[config.mk]
export PLATFORM = sky130hd
export DESIGN_NAME = length_checksum_frame_parser
export DESIGN_NICKNAME = d
export VERILOG_FILES = /design/src/rtl/core/lcfp_pkg.sv /design/src/rtl/core/lcfp_cfg_regs.sv /design/src/rtl/core/lcfp_parser.sv /design/src/rtl/core/lcfp_out_reg.sv /design/src/rtl/core/length_checksum_frame_parser.sv
export SDC_FILE = /design/constraint.sdc
export NUM_CORES = 1
export LEC_CHECK = 0
export ABC_AREA = 1
export CORE_UTILIZATION = 55
export DETAILED_ROUTE_END_ITERATION = 12
export DONT_BUFFER_PORTS = 1
export PLACE_DENSITY = 0.75
export SYNTH_ARGS = -nofsm -noshare
export SYNTH_HDL_FRONTEND = slang
export SYNTH_HIERARCHICAL = 1
export SYNTH_SLANG_ARGS = --single-unit
[constraint.sdc]
create_clock -name clk -period 3.3 [get_ports clk]
set_input_delay 0.33 -clock clk [delete_from_list [all_inputs] [get_ports clk]]
set_output_delay 0.33 -clock clk [all_outputs]
set_load 0.01 [all_outputs]
[src/rtl/core/lcfp_pkg.sv]
package lcfp_pkg;

  localparam int unsigned BYTE_W    = 8;
  localparam int unsigned TICK_W    = 16;
  localparam int unsigned CFG_IDX_W = 2;
  localparam int unsigned CFG_W     = 16;

  localparam logic [CFG_IDX_W-1:0] CFG_IDX_START   = 2'd0;
  localparam logic [CFG_IDX_W-1:0] CFG_IDX_MAX_LEN = 2'd1;
  localparam logic [CFG_IDX_W-1:0] CFG_IDX_TIMEOUT = 2'd2;

  localparam logic [BYTE_W-1:0] START_BYTE_RST = 8'h00;
  localparam logic [BYTE_W-1:0] MAX_LEN_RST    = 8'd125;
  localparam logic [TICK_W-1:0] TIMEOUT_RST    = 16'd20;
  localparam logic [TICK_W-1:0] IDLE_MAX       = 16'hFFFF;

  localparam logic MODE_BYTE = 1'b0;
  localparam logic MODE_TICK = 1'b1;

  typedef enum logic [1:0] {
    PH_START  = 2'd0,
    PH_LENGTH = 2'd1,
    PH_BODY   = 2'd2
  } lcfp_phase_t;

  typedef struct packed {
    logic [BYTE_W-1:0] start_byte;
    logic [BYTE_W-1:0] max_length;
    logic [TICK_W-1:0] timeout_ticks;
  } lcfp_cfg_t;

  typedef struct packed {
    logic [BYTE_W-1:0] body_byte;
    logic [BYTE_W-1:0] position;
    logic              is_last;
    logic              checksum_ok;
    logic              aborted;
  } lcfp_result_t;

endpackage

[src/rtl/core/lcfp_cfg_regs.sv]
module lcfp_cfg_regs (
  input  logic                                 clk,
  input  logic                                 rst_n,
  input  logic                                 cfg_we,
  input  logic [lcfp_pkg::CFG_IDX_W-1:0]       cfg_index,
  input  logic [lcfp_pkg::CFG_W-1:0]           cfg_wdata,
  output lcfp_pkg::lcfp_cfg_t                  cfg
);
  import lcfp_pkg::*;

  lcfp_cfg_t cfg_r;
  lcfp_cfg_t cfg_nxt;

  always_comb begin
    cfg_nxt = cfg_r;
    if (cfg_we) begin
      unique case (cfg_index)
        CFG_IDX_START:   cfg_nxt.start_byte    = cfg_wdata[BYTE_W-1:0];
        CFG_IDX_MAX_LEN: cfg_nxt.max_length    = cfg_wdata[BYTE_W-1:0];
        CFG_IDX_TIMEOUT: cfg_nxt.timeout_ticks = cfg_wdata[TICK_W-1:0];
        default:         cfg_nxt = cfg_r;
      endcase
    end
  end

  always_ff @(posedge clk) begin
    if (!rst_n) begin
      cfg_r.start_byte    <= START_BYTE_RST;
      cfg_r.max_length    <= MAX_LEN_RST;
      cfg_r.timeout_ticks <= TIMEOUT_RST;
    end else begin
      cfg_r <= cfg_nxt;
    end
  end

  assign cfg = cfg_r;

endmodule

[src/rtl/core/lcfp_parser.sv]
module lcfp_parser (
  input  logic                          clk,
  input  logic                          rst_n,
  input  lcfp_pkg::lcfp_cfg_t           cfg,
  input  logic                          in_valid,
  output logic                          in_ready,
  input  logic                          in_mode,
  input  logic [lcfp_pkg::BYTE_W-1:0]   in_rx_byte,
  input  logic                          res_space,
  output logic                          res_push,
  output lcfp_pkg::lcfp_result_t        res
);
  import lcfp_pkg::*;

  logic              in_vld_r;
  logic              in_mode_r;
  logic [BYTE_W-1:0] in_byte_r;
  logic              in_vld_nxt;

  lcfp_phase_t       phase_r, phase_nxt;
  logic [BYTE_W-1:0] count_r, count_nxt;
  logic [BYTE_W-1:0] len_r, len_nxt;
  logic [BYTE_W-1:0] sum_r, sum_nxt;
  logic [TICK_W-1:0] idle_r, idle_nxt;

  logic              emit;
  logic              advance;
  logic              timed_out;
  logic              frame_open;
  logic              is_start;
  logic [BYTE_W:0]   pos_inc;

  assign timed_out  = (idle_r >= cfg.timeout_ticks);
  assign frame_open = (phase_r == PH_LENGTH) || (phase_r == PH_BODY);
  assign is_start   = (in_byte_r == cfg.start_byte);
  assign pos_inc    = {1'b0, count_r} + {{BYTE_W{1'b0}}, 1'b1};

  always_comb begin
    emit = 1'b0;
    res  = '0;
    if (in_mode_r == MODE_BYTE) begin
      if (timed_out) begin
        emit        = frame_open;
        res.aborted = 1'b1;
      end else if (phase_r == PH_BODY) begin
        emit          = 1'b1;
        res.body_byte = in_byte_r;
        res.position  = count_r;
        if (pos_inc >= {1'b0, len_r}) begin
          res.is_last     = 1'b1;
          res.checksum_ok = (sum_r == in_byte_r);
        end
      end
    end
  end

  assign advance  = in_vld_r && (!emit || res_space);
  assign res_push = advance && emit;
  assign in_ready = !in_vld_r || advance;

  always_comb begin
    phase_nxt = phase_r;
    count_nxt = count_r;
    len_nxt   = len_r;
    sum_nxt   = sum_r;
    idle_nxt  = idle_r;
    if (advance) begin
      if (in_mode_r == MODE_TICK) begin
        if (idle_r != IDLE_MAX) begin
          idle_nxt = idle_r + {{(TICK_W-1){1'b0}}, 1'b1};
        end
      end else begin
        idle_nxt = '0;
        if (timed_out) begin
          phase_nxt = is_start ? PH_LENGTH : PH_START;
          if (is_start) begin
            sum_nxt = in_byte_r;
          end
        end else begin
          unique case (phase_r)
            PH_LENGTH: begin
              if (in_byte_r == '0 || in_byte_r > cfg.max_length) begin
                phase_nxt = PH_START;
              end else begin
                len_nxt   = in_byte_r;
                sum_nxt   = sum_r + in_byte_r;
                count_nxt = '0;
                phase_nxt = PH_BODY;
              end
            end
            PH_BODY: begin
              if (pos_inc >= {1'b0, len_r}) begin
                phase_nxt = PH_START;
                count_nxt = '0;
              end else begin
                sum_nxt   = sum_r + in_byte_r;
                count_nxt = pos_inc[BYTE_W-1:0];
              end
            end
            default: begin
              phase_nxt = is_start ? PH_LENGTH : PH_START;
              if (is_start) begin
                sum_nxt = in_byte_r;
              end
            end
          endcase
        end
      end
    end
  end

  assign in_vld_nxt = in_ready ? in_valid : in_vld_r;

  always_ff @(posedge clk) begin
    if (!rst_n) begin
      in_vld_r <= 1'b0;
      phase_r  <= PH_START;
      count_r  <= '0;
      len_r    <= '0;
      sum_r    <= '0;
      idle_r   <= IDLE_MAX;
    end else begin
      in_vld_r <= in_vld_nxt;
      phase_r  <= phase_nxt;
      count_r  <= count_nxt;
      len_r    <= len_nxt;
      sum_r    <= sum_nxt;
      idle_r   <= idle_nxt;
    end
  end

  always_ff @(posedge clk) begin
    if (in_ready && in_valid) begin
      in_mode_r <= in_mode;
      in_byte_r <= in_rx_byte;
    end
  end

endmodule

[src/rtl/core/lcfp_out_reg.sv]
module lcfp_out_reg (
  input  logic                    clk,
  input  logic                    rst_n,
  input  logic                    res_push,
  input  lcfp_pkg::lcfp_result_t  res,
  output logic                    res_space,
  output logic                    out_valid,
  input  logic                    out_ready,
  output lcfp_pkg::lcfp_result_t  out_res
);
  import lcfp_pkg::*;

  logic         vld_r, vld_nxt;
  lcfp_result_t data_r;

  assign res_space = !vld_r || out_ready;
  assign vld_nxt   = res_push || (vld_r && !out_ready);

  always_ff @(posedge clk) begin
    if (!rst_n) begin
      vld_r <= 1'b0;
    end else begin
      vld_r <= vld_nxt;
    end
  end

  always_ff @(posedge clk) begin
    if (res_push) begin
      data_r <= res;
    end
  end

  assign out_valid = vld_r;
  assign out_res   = data_r;

endmodule

[src/rtl/core/length_checksum_frame_parser.sv]
// Length-prefixed frame parser with an 8-bit additive checksum. Each input beat is either a
// received byte (in_mode 0) or a one-millisecond tick (in_mode 1). A frame is the start byte,
// a length byte L in 1..max_length, then L body bytes; every body byte comes out with its
// position, and the last one carries is_last and checksum_ok (sum of all earlier frame bytes,
// start and length included, modulo 256). A byte that follows timeout_ticks or more ticks of
// silence restarts the start-byte search; if a frame was open, one beat with only aborted set
// is sent. One beat is taken per cycle unless a result waits for room: each beat passes an
// input register, step logic on the running sum and counters, and an output register, so a
// result is offered once the output register holds it. Beats that make no result keep flowing
// while a result waits; a beat that makes a result holds in the input register, and stalls
// the input, until the output register has room. Write the configuration registers only
// while the block is idle.
module length_checksum_frame_parser (
  input  logic                                clk,
  input  logic                                rst_n,
  input  logic                                cfg_we,
  input  logic [lcfp_pkg::CFG_IDX_W-1:0]      cfg_index,
  input  logic [lcfp_pkg::CFG_W-1:0]          cfg_wdata,
  input  logic                                in_valid,
  output logic                                in_ready,
  input  logic                                in_mode,
  input  logic [lcfp_pkg::BYTE_W-1:0]         in_rx_byte,
  output logic                                out_valid,
  input  logic                                out_ready,
  output logic [lcfp_pkg::BYTE_W-1:0]         out_body_byte,
  output logic [lcfp_pkg::BYTE_W-1:0]         out_position,
  output logic                                out_is_last,
  output logic                                out_checksum_ok,
  output logic                                out_aborted
);
  import lcfp_pkg::*;

  lcfp_cfg_t    cfg;
  lcfp_result_t res;
  lcfp_result_t out_res;
  logic         res_push;
  logic         res_space;

  lcfp_cfg_regs u_cfg (
    .clk       (clk),
    .rst_n     (rst_n),
    .cfg_we    (cfg_we),
    .cfg_index (cfg_index),
    .cfg_wdata (cfg_wdata),
    .cfg       (cfg)
  );

  lcfp_parser u_parser (
    .clk        (clk),
    .rst_n      (rst_n),
    .cfg        (cfg),
    .in_valid   (in_valid),
    .in_ready   (in_ready),
    .in_mode    (in_mode),
    .in_rx_byte (in_rx_byte),
    .res_space  (res_space),
    .res_push   (res_push),
    .res        (res)
  );

  lcfp_out_reg u_out (
    .clk       (clk),
    .rst_n     (rst_n),
    .res_push  (res_push),
    .res       (res),
    .res_space (res_space),
    .out_valid (out_valid),
    .out_ready (out_ready),
    .out_res   (out_res)
  );

  assign out_body_byte   = out_res.body_byte;
  assign out_position    = out_res.position;
  assign out_is_last     = out_res.is_last;
  assign out_checksum_ok = out_res.checksum_ok;
  assign out_aborted     = out_res.aborted;

endmodule

==> results of run 1 <==
power by group through the flow:
stage	clock (W)	sequential (W)	combinational, W
global route	0.000855	0.00143	0.000425
global placement	0	0.00145	0.000342
floorplan	0	0.00143	0.000310
detailed placement	0	0.00145	0.000361
finish	0.000774	0.00142	0.000369
CTS	0.000798	0.00142	0.000365
flip-flops by register name (all words and copies together), names as in the netlist:
signal	flops
u_parser/sum_r	8
u_parser/len_r	8
u_out/out_valid	1
u_parser/in_mode_r	1
u_parser/in_vld_r	1
u_parser/phase_r	2
u_cfg/cfg	32
u_parser/count_r	8
u_parser/idle_r	16
u_out/out_res	19
u_parser/in_byte_r	8
area by class of cell:
| type | count | area (um2) | area share (%) |
|---|---|---|---|
| Sequential cell | 104 | 2360 | 37.1 |
| Inverter | 125 | 469 | 7.36 |
| Timing Repair Buffer | 9 | 67.6 | 1.06 |
| Tap cell | 140 | 175 | 2.75 |
| Multi-Input combinational cell | 590 | 3120 | 48.9 |
| Clock buffer | 13 | 139 | 2.18 |
| Clock inverter | 3 | 43.8 | 0.687 |
synthesized netlist by cell type, drive strengths merged:
library cell / count / area share, %
nand2: 194 / 12
nor2: 130 / 8.2
inv: 125 / 7.7
dfxtp: 76 / 25
nand3: 64 / 5.4
a21oi: 45 / 3.8
ha: 43 / 8.8
nand4: 39 / 4.2
edfxtp: 28 / 14
o21ai: 17 / 1.4
buf: 16 / 1.5
nor3: 14 / 1.3
xor2: 12 / 1.7
clkbuf: 11 / 0.68
or2: 9 / 0.93
xnor2: 8 / 1.2
o211ai: 4 / 0.49
a31oi: 2 / 0.21
nor4: 2 / 0.21
a211oi: 1 / 0.12
fa: 1 / 0.33
nor3b: 1 / 0.12
nor4b: 1 / 0.25
o21a: 1 / 0.12
o21bai: 1 / 0.12
o22ai: 1 / 0.10
metal layers:
metal,track usage (%),part of all wire [%],up-vias
met4,10.9,2.4,0
met2,45.8,50,147
li1,-,-,2708
met3,5.35,5.4,30
met5,0,0,-
met1,32.4,42,2488
timing repair:
action	4_1_cts	5_1_grt
endpoints found under the setup margin	0	8
buffers inserted	0	1
hold buffers	0	0
kinds of logic after synthesis:
group	after synthesis	synth area share [%]
AO/OA/AOI/OAI	72	6.34
adder cells (fa/ha/maj)	44	9.17
AND/OR/NAND/NOR	454	32.8
XOR/XNOR	20	2.88
flip-flops	104	38.8
buffers and inverters	152	9.93
worst min path at each step:
stage	start	to	slack, ps	cells past startpoint
2_1_floorplan	u_cfg/cfg[18]$_SDFFE_PN1P_	u_cfg/cfg[18]$_SDFFE_PN1P_	430	2
3_3_place_gp	rst_n	u_cfg/cfg[4]$_SDFFE_PN1P_	420	1
3_5_place_dp	rst_n	u_cfg/cfg[18]$_SDFFE_PN1P_	420	1
4_1_cts	rst_n	u_cfg/cfg[18]$_SDFFE_PN1P_	30	1
5_1_grt	in_rx_byte[0]	u_parser/in_byte_r[0]$_DFFE_PP_	10	0
6_report	in_rx_byte[3]	u_parser/in_byte_r[3]$_DFFE_PP_	50	0
placed cells by master (no fill, tap or decap), drive strengths merged, types with 2 or more instances in the layout:
cell    count
o211ai      4
xor2       12
nor2      130
ha         43
o21ai      17
clkinv      2
a31oi       2
edfxtp     28
inv       125
nor4        2
dfxtp      76
clkbuf     13
nand3      64
or2         9
xnor2       8
buf         9
nand4      39
a21oi      45
nand2     194
nor3       14
through the flow:
step	hold WS, ps	setup slack (ps)	std cells
final	47.8	368	984
after global routing	14.4	9.57	984
after CTS	28.4	263	983
after detailed placement	424	287	967
after global placement	422	452	967
after floorplan	429	590	846
==> summary.log, run 1 <==
INFO  run_status     run_status=finished clean
INFO  power_and_ir_drop power-per-cell-area=403nW/um2
INFO  power_and_ir_drop share_clk_of_total_power=30.1%
INFO  die            floorplan.initialDensity=56.4%
INFO  sta            finalClockSkew=10.6ps
INFO  critical_path  crit_path_max_fanout=8
INFO  grt            grt_antenna_before_repair=0
INFO  sta            timing.final.crit_share=88.9%
INFO  critical_path  critPathLaunch=u_parser/count_r[0]$_SDFFE_PN0P_
INFO  die            dieArea=11500um2
INFO  clock_network  clock_tree.buffer_depth=2
INFO  die            core=10800um2
INFO  routing        detailroute.via_count=5373
INFO  clock_network  clock_sinks=104
INFO  critical_path  cp_peak_stage_delay=430ps
INFO  sta            finalMaxSlewViolations=0
INFO  die            boundaryPins=53
INFO  finish         fillCellCount=997
INFO  power_and_ir_drop netSwitchingPower=0.000712W
INFO  critical_path  worst-path-buf-inv=3
INFO  min_path       worst_hold_class=in2reg
INFO  critical_path  launch_instance_of_the_worst_register_to_register_path=u_parser/count_r[0]$_SDFFE_PN0P_
INFO  critical_path  cp_slowest_cell=sky130_fd_sc_hd__dfxtp_1
INFO  critical_path  critical-path-top-cell-by-count=sky130_fd_sc_hd__nand2_1
INFO  critical_path  timing.critical_path.to=u_parser/sum_r[5]$_SDFFE_PN0P_
INFO  finish         area.growth.synth_to_final=4.77%
INFO  grt            aggregate_global_routing_overflow=0
INFO  clock_network  cts.htree.levels=3
INFO  routing        drtAntennaViolNets=0
INFO  critical_path  crit_path_start_kind=flop
INFO  grt            track_usage=26.6%
INFO  routing        drt-pass1-iter-count=4
INFO  place          gp_routability_congestion=0.891
INFO  sta            worst-slew-pin-transition=1080ps
INFO  power_and_ir_drop seq_power_share=55.5%
INFO  critical_path  worst_ep_arrival_time=3230ps
INFO  die            dieHeight=107um
INFO  finish         final_core_utilization=59.1%
INFO  clock_network  cts_tree=done
INFO  power_and_ir_drop irDropWorstVdd=0.000307V
INFO  routing        wl_per_cell=14.6um
INFO  place          port-buffer-count=0
INFO  synthesis      yosysSeqAreaShare=38.8%
INFO  synthesis      synth_nets=922
INFO  finish         design.final.nets=915
INFO  clock_network  tritoncts_buffer_count=9
INFO  synthesis      distinct_cell_type_count_after_synthesis=39
INFO  routing        detail_route.vias_per_cell=5.46
INFO  synthesis      synthesis.area=6080um2
INFO  power_and_ir_drop cell_internal_pwr=0.00186W
INFO  sta            fmax=341MHz
INFO  clock_network  cts-resized-gates=0
INFO  sta            minimum_clock_period=2930ps
INFO  sta            final_hold_viol_count=0
INFO  critical_path  critPathKind=reg2reg
INFO  power_and_ir_drop sw_frac_of_total=27.7%
INFO  place          dp_hpwl=10400um
INFO  sta            max-slew-margin-rel=28.0%
INFO  sta            totalNegativeSetupSlack=0ps
INFO  critical_path  critical-path-top-delay-family=simple AND/OR/NAND/NOR gates
INFO  critical_path  worstSetupEndpointType=flop
INFO  clock_network  cell_chosen_for_the_clock_root=sky130_fd_sc_hd__clkbuf_8
INFO  critical_path  r2r_setup_slack=370ps
INFO  die            die_w=107um
INFO  clock_network  clk-insertion-delay-late=370ps
INFO  synthesis      synth_seq_cells=104
INFO  critical_path  worst_ep_required_time=3600ps
INFO  place          post_dp_cell_area=6180um2
INFO  critical_path  worst_r2r_endpoint=u_parser/sum_r[5]$_SDFFE_PN0P_
INFO  critical_path  worst-path-stages=22
INFO  synthesis      synthesis.yosys.warnings=6
INFO  sta            setup_viol_count_final=0
INFO  clock_network  clkSlewWorstSetupHoldPaths=100ps
INFO  job            number_of_max_cap_violations=0
INFO  die            placement_rows=38
INFO  grt            grt_max_degree=63
INFO  critical_path  crit_path_cell_trace=ha_1, nand2_1, nor2_1, nand3_1, xor2_1, inv_1, ha_1, nand2_1, inv_1, nand2_1, nor2_1, nand2_1, nand3_1, nand2_1, nand2_1, nor2_1, nor2_1, nor2_1, inv_2, nor2_2, nand2_1, a21oi_1
INFO  routing        post-route-drc-count=0
INFO  power_and_ir_drop cellLeakagePower=2.98nW
INFO  finish         antenna-diode-count=0
INFO  power_and_ir_drop finalPower=0.00257W
INFO  routing        drt_iter0_markers=311
INFO  sta            rsz0062_at_grt=false
INFO  critical_path  ff2ff_path_depth=22
INFO  finish         drive_above_1_share=5.92%
INFO  routing        wl=14300um
INFO  synthesis      syn_area_per_cell=7.19um2
INFO  power_and_ir_drop pwr-share-comb=14.4%
INFO  grt            grt_first_pass_wirelength=23900um
INFO  synthesis      postSynthCellCount=846
INFO  finish         stdcell_area=6370um2
INFO  grt            grt_pass1_vias=5120
Power figures use the tool's default switching activity.
==> run 2, diff against run 1 <==
--- a/config.mk
+++ b/config.mk
@@ -6,7 +6,9 @@
 export NUM_CORES = 1
 export LEC_CHECK = 0
 export ABC_AREA = 1
+export ABC_CLOCK_PERIOD_IN_PS = 3300
 export CORE_UTILIZATION = 55
+export CTS_BUF_LIST = sky130_fd_sc_hd__clkbuf_8
 export DETAILED_ROUTE_END_ITERATION = 12
 export DONT_BUFFER_PORTS = 1
 export PLACE_DENSITY = 0.75
==> summary.log, run 2 (synthesized netlist as in run 1, its figures left out) <==
INFO  critical_path  crit_path_start_kind=flop
INFO  die            floorplan.initialDensity=56.4%
INFO  power_and_ir_drop cellLeakagePower=3.00nW
INFO  place          dp_hpwl=10400um
INFO  routing        drt_iter0_markers=312
INFO  sta            timing.final.crit_share=88.8%
INFO  clock_network  clkSlewWorstSetupHoldPaths=100ps
INFO  clock_network  cts_tree=done
INFO  finish         antenna-diode-count=0
INFO  power_and_ir_drop power-per-cell-area=401nW/um2
INFO  job            number_of_max_cap_violations=0
INFO  clock_network  clock_sinks=104
INFO  routing        wl_per_cell=14.5um
INFO  routing        post-route-drc-count=0
INFO  sta            setup_viol_count_final=0
INFO  finish         largest_register_ff_count=32
INFO  clock_network  tritoncts_buffer_count=9
INFO  clock_network  clk-insertion-delay-late=370ps
INFO  run_status     run_status=finished clean
INFO  critical_path  worst_ep_required_time=3600ps
INFO  routing        wl=14300um
INFO  sta            fmax=341MHz
INFO  grt            use_met1=32.4%
INFO  critical_path  critPathKind=reg2reg
INFO  routing        drt-pass1-iter-count=5
INFO  clock_network  cts.htree.levels=3
INFO  die            core=10800um2
INFO  place          placed_cells_incl_taps=967
INFO  place          post_dp_cell_area=6180um2
INFO  grt            gr-max-usage-layer=met2
INFO  grt            use_met2=45.8%
INFO  die            boundaryPins=53
INFO  place          gp_routability_congestion=0.891
INFO  power_and_ir_drop netSwitchingPower=0.000712W
INFO  sta            worst-slew-pin-transition=1070ps
INFO  grt            track_usage=26.6%
INFO  clock_network  cts-resized-gates=0
INFO  die            placement_rows=38
INFO  die            dieArea=11500um2
INFO  critical_path  crit_path_max_fanout=8
INFO  grt            aggregate_global_routing_overflow=0
INFO  grt            grt_first_pass_wirelength=23900um
INFO  die            die_w=107um
INFO  critical_path  worst_ep_arrival_time=3230ps
INFO  power_and_ir_drop pwr-share-comb=14.4%
INFO  sta            finalMaxSlewViolations=0
INFO  finish         stdcell_area=6370um2
INFO  clock_network  cell_chosen_for_the_clock_root=sky130_fd_sc_hd__clkbuf_8
INFO  grt            met3_usage=5.35%
INFO  power_and_ir_drop seq_power_share=55.7%
INFO  sta            minimum_clock_period=2930ps
INFO  power_and_ir_drop sw_frac_of_total=27.9%
INFO  routing        detailroute.via_count=5382
INFO  clock_network  clock_tree.buffer_depth=2
INFO  sta            max-slew-margin-rel=28.6%
INFO  finish         final_core_utilization=59.1%
INFO  sta            rsz0062_at_grt=false
INFO  sta            totalNegativeSetupSlack=0ps
INFO  finish         design.final.nets=915
INFO  finish         most-common-layout-cells=190 x sky130_fd_sc_hd__nand2_1, 127 x sky130_fd_sc_hd__nor2_1, 121 x sky130_fd_sc_hd__inv_1
INFO  routing        detail_route.vias_per_cell=5.47
INFO  power_and_ir_drop cell_internal_pwr=0.00184W
INFO  power_and_ir_drop irDropWorstVdd=0.000307V
INFO  critical_path  worstSetupEndpointType=flop
INFO  finish         final_common_cell=sky130_fd_sc_hd__nand2_1
INFO  finish         drive_above_1_share=5.92%
INFO  grt            grt_max_degree=63
INFO  grt            grt_pass1_vias=5120
INFO  power_and_ir_drop share_clk_of_total_power=29.8%
INFO  min_path       worst_hold_class=in2reg
INFO  place          port-buffer-count=0
INFO  grt            grt_antenna_before_repair=0
INFO  routing        drtAntennaViolNets=0
INFO  sta            final_hold_viol_count=0
INFO  die            dieHeight=107um
INFO  finish         area.growth.synth_to_final=4.77%
INFO  finish         final_cell_count_without_fillers=984
INFO  sta            finalClockSkew=10.4ps
run 2: changes by cell type in the layout (fill, tap and decap cells not counted):
cell                       before  now
sky130_fd_sc_hd__clkbuf_1       4    0
sky130_fd_sc_hd__inv_1        117  121
run 2: final timing paths:
check,start,to,slack [ps],depth (start not counted)
max reg2reg,u_parser/count_r[0]$_SDFFE_PN0P_,u_parser/sum_r[5]$_SDFFE_PN0P_,370,22
max,u_parser/count_r[0]$_SDFFE_PN0P_,u_parser/sum_r[5]$_SDFFE_PN0P_,370,22
min,in_rx_byte[3],u_parser/in_byte_r[3]$_DFFE_PP_,50,0
min reg2reg,u_cfg/cfg[21]$_SDFFE_PN1P_,u_cfg/cfg[21]$_SDFFE_PN1P_,470,2
run 2: per-layer routing:
metal  wire length, um  share of wire, %  vias to the layer above
met2              7170                50                      151
met4               346               2.4                        0
met5                 0                 0                        -
met3               749               5.2                       30
li1                  -                 -                     2707
met1              6040                42                     2494
run 2: stage by stage:
step           power (W)  hold slack [ps]  setup WS (ps)
2_1_floorplan    0.00174              429            590
3_3_place_gp     0.00179              422            452
3_5_place_dp     0.00182              424            287
4_1_cts          0.00258             28.2            262
5_1_grt          0.00270             14.0           9.43
6_report         0.00256             46.7            371
run 2: layout make-up:
cell class / instances / area (um2)
Clock buffer: 9 / 124
Inverter: 125 / 469
Clock inverter: 7 / 58.8
Multi-Input combinational cell: 590 / 3120
Sequential cell: 104 / 2360
Tap cell: 140 / 175
Timing Repair Buffer: 9 / 67.6
Fill cell: 997 / 4420
run 2: power groups by stage:
stage | Combinational, W | Sequential (W) | Clock [W]
5_1_grt | 0.000425 | 0.00143 | 0.000843
6_report | 0.000369 | 0.00142 | 0.000762
4_1_cts | 0.000365 | 0.00142 | 0.000787
2_1_floorplan | 0.000310 | 0.00143 | 0
3_3_place_gp | 0.000342 | 0.00145 | 0
3_5_place_dp | 0.000361 | 0.00145 | 0
run 2: critical path: stages (launching register included):
cell	delay, ps
sky130_fd_sc_hd__dfxtp_1	430
sky130_fd_sc_hd__ha_1	220
sky130_fd_sc_hd__nand2_1	60
sky130_fd_sc_hd__nor2_1	150
sky130_fd_sc_hd__nand3_1	140
sky130_fd_sc_hd__xor2_1	200
sky130_fd_sc_hd__inv_1	70
sky130_fd_sc_hd__ha_1	300
sky130_fd_sc_hd__nand2_1	70
sky130_fd_sc_hd__inv_1	40
sky130_fd_sc_hd__nand2_1	50
sky130_fd_sc_hd__nor2_1	50
sky130_fd_sc_hd__nand2_1	50
sky130_fd_sc_hd__nand3_1	60
sky130_fd_sc_hd__nand2_1	50
sky130_fd_sc_hd__nand2_1	40
sky130_fd_sc_hd__nor2_1	120
sky130_fd_sc_hd__nor2_1	60
sky130_fd_sc_hd__nor2_1	140
sky130_fd_sc_hd__inv_2	50
sky130_fd_sc_hd__nor2_2	280
sky130_fd_sc_hd__nand2_1	100
sky130_fd_sc_hd__a21oi_1	120
run 2: repair_timing:
action	CTS	global route
hold buffers	0	0
endpoints found under the setup margin	0	8
buffers inserted	0	1
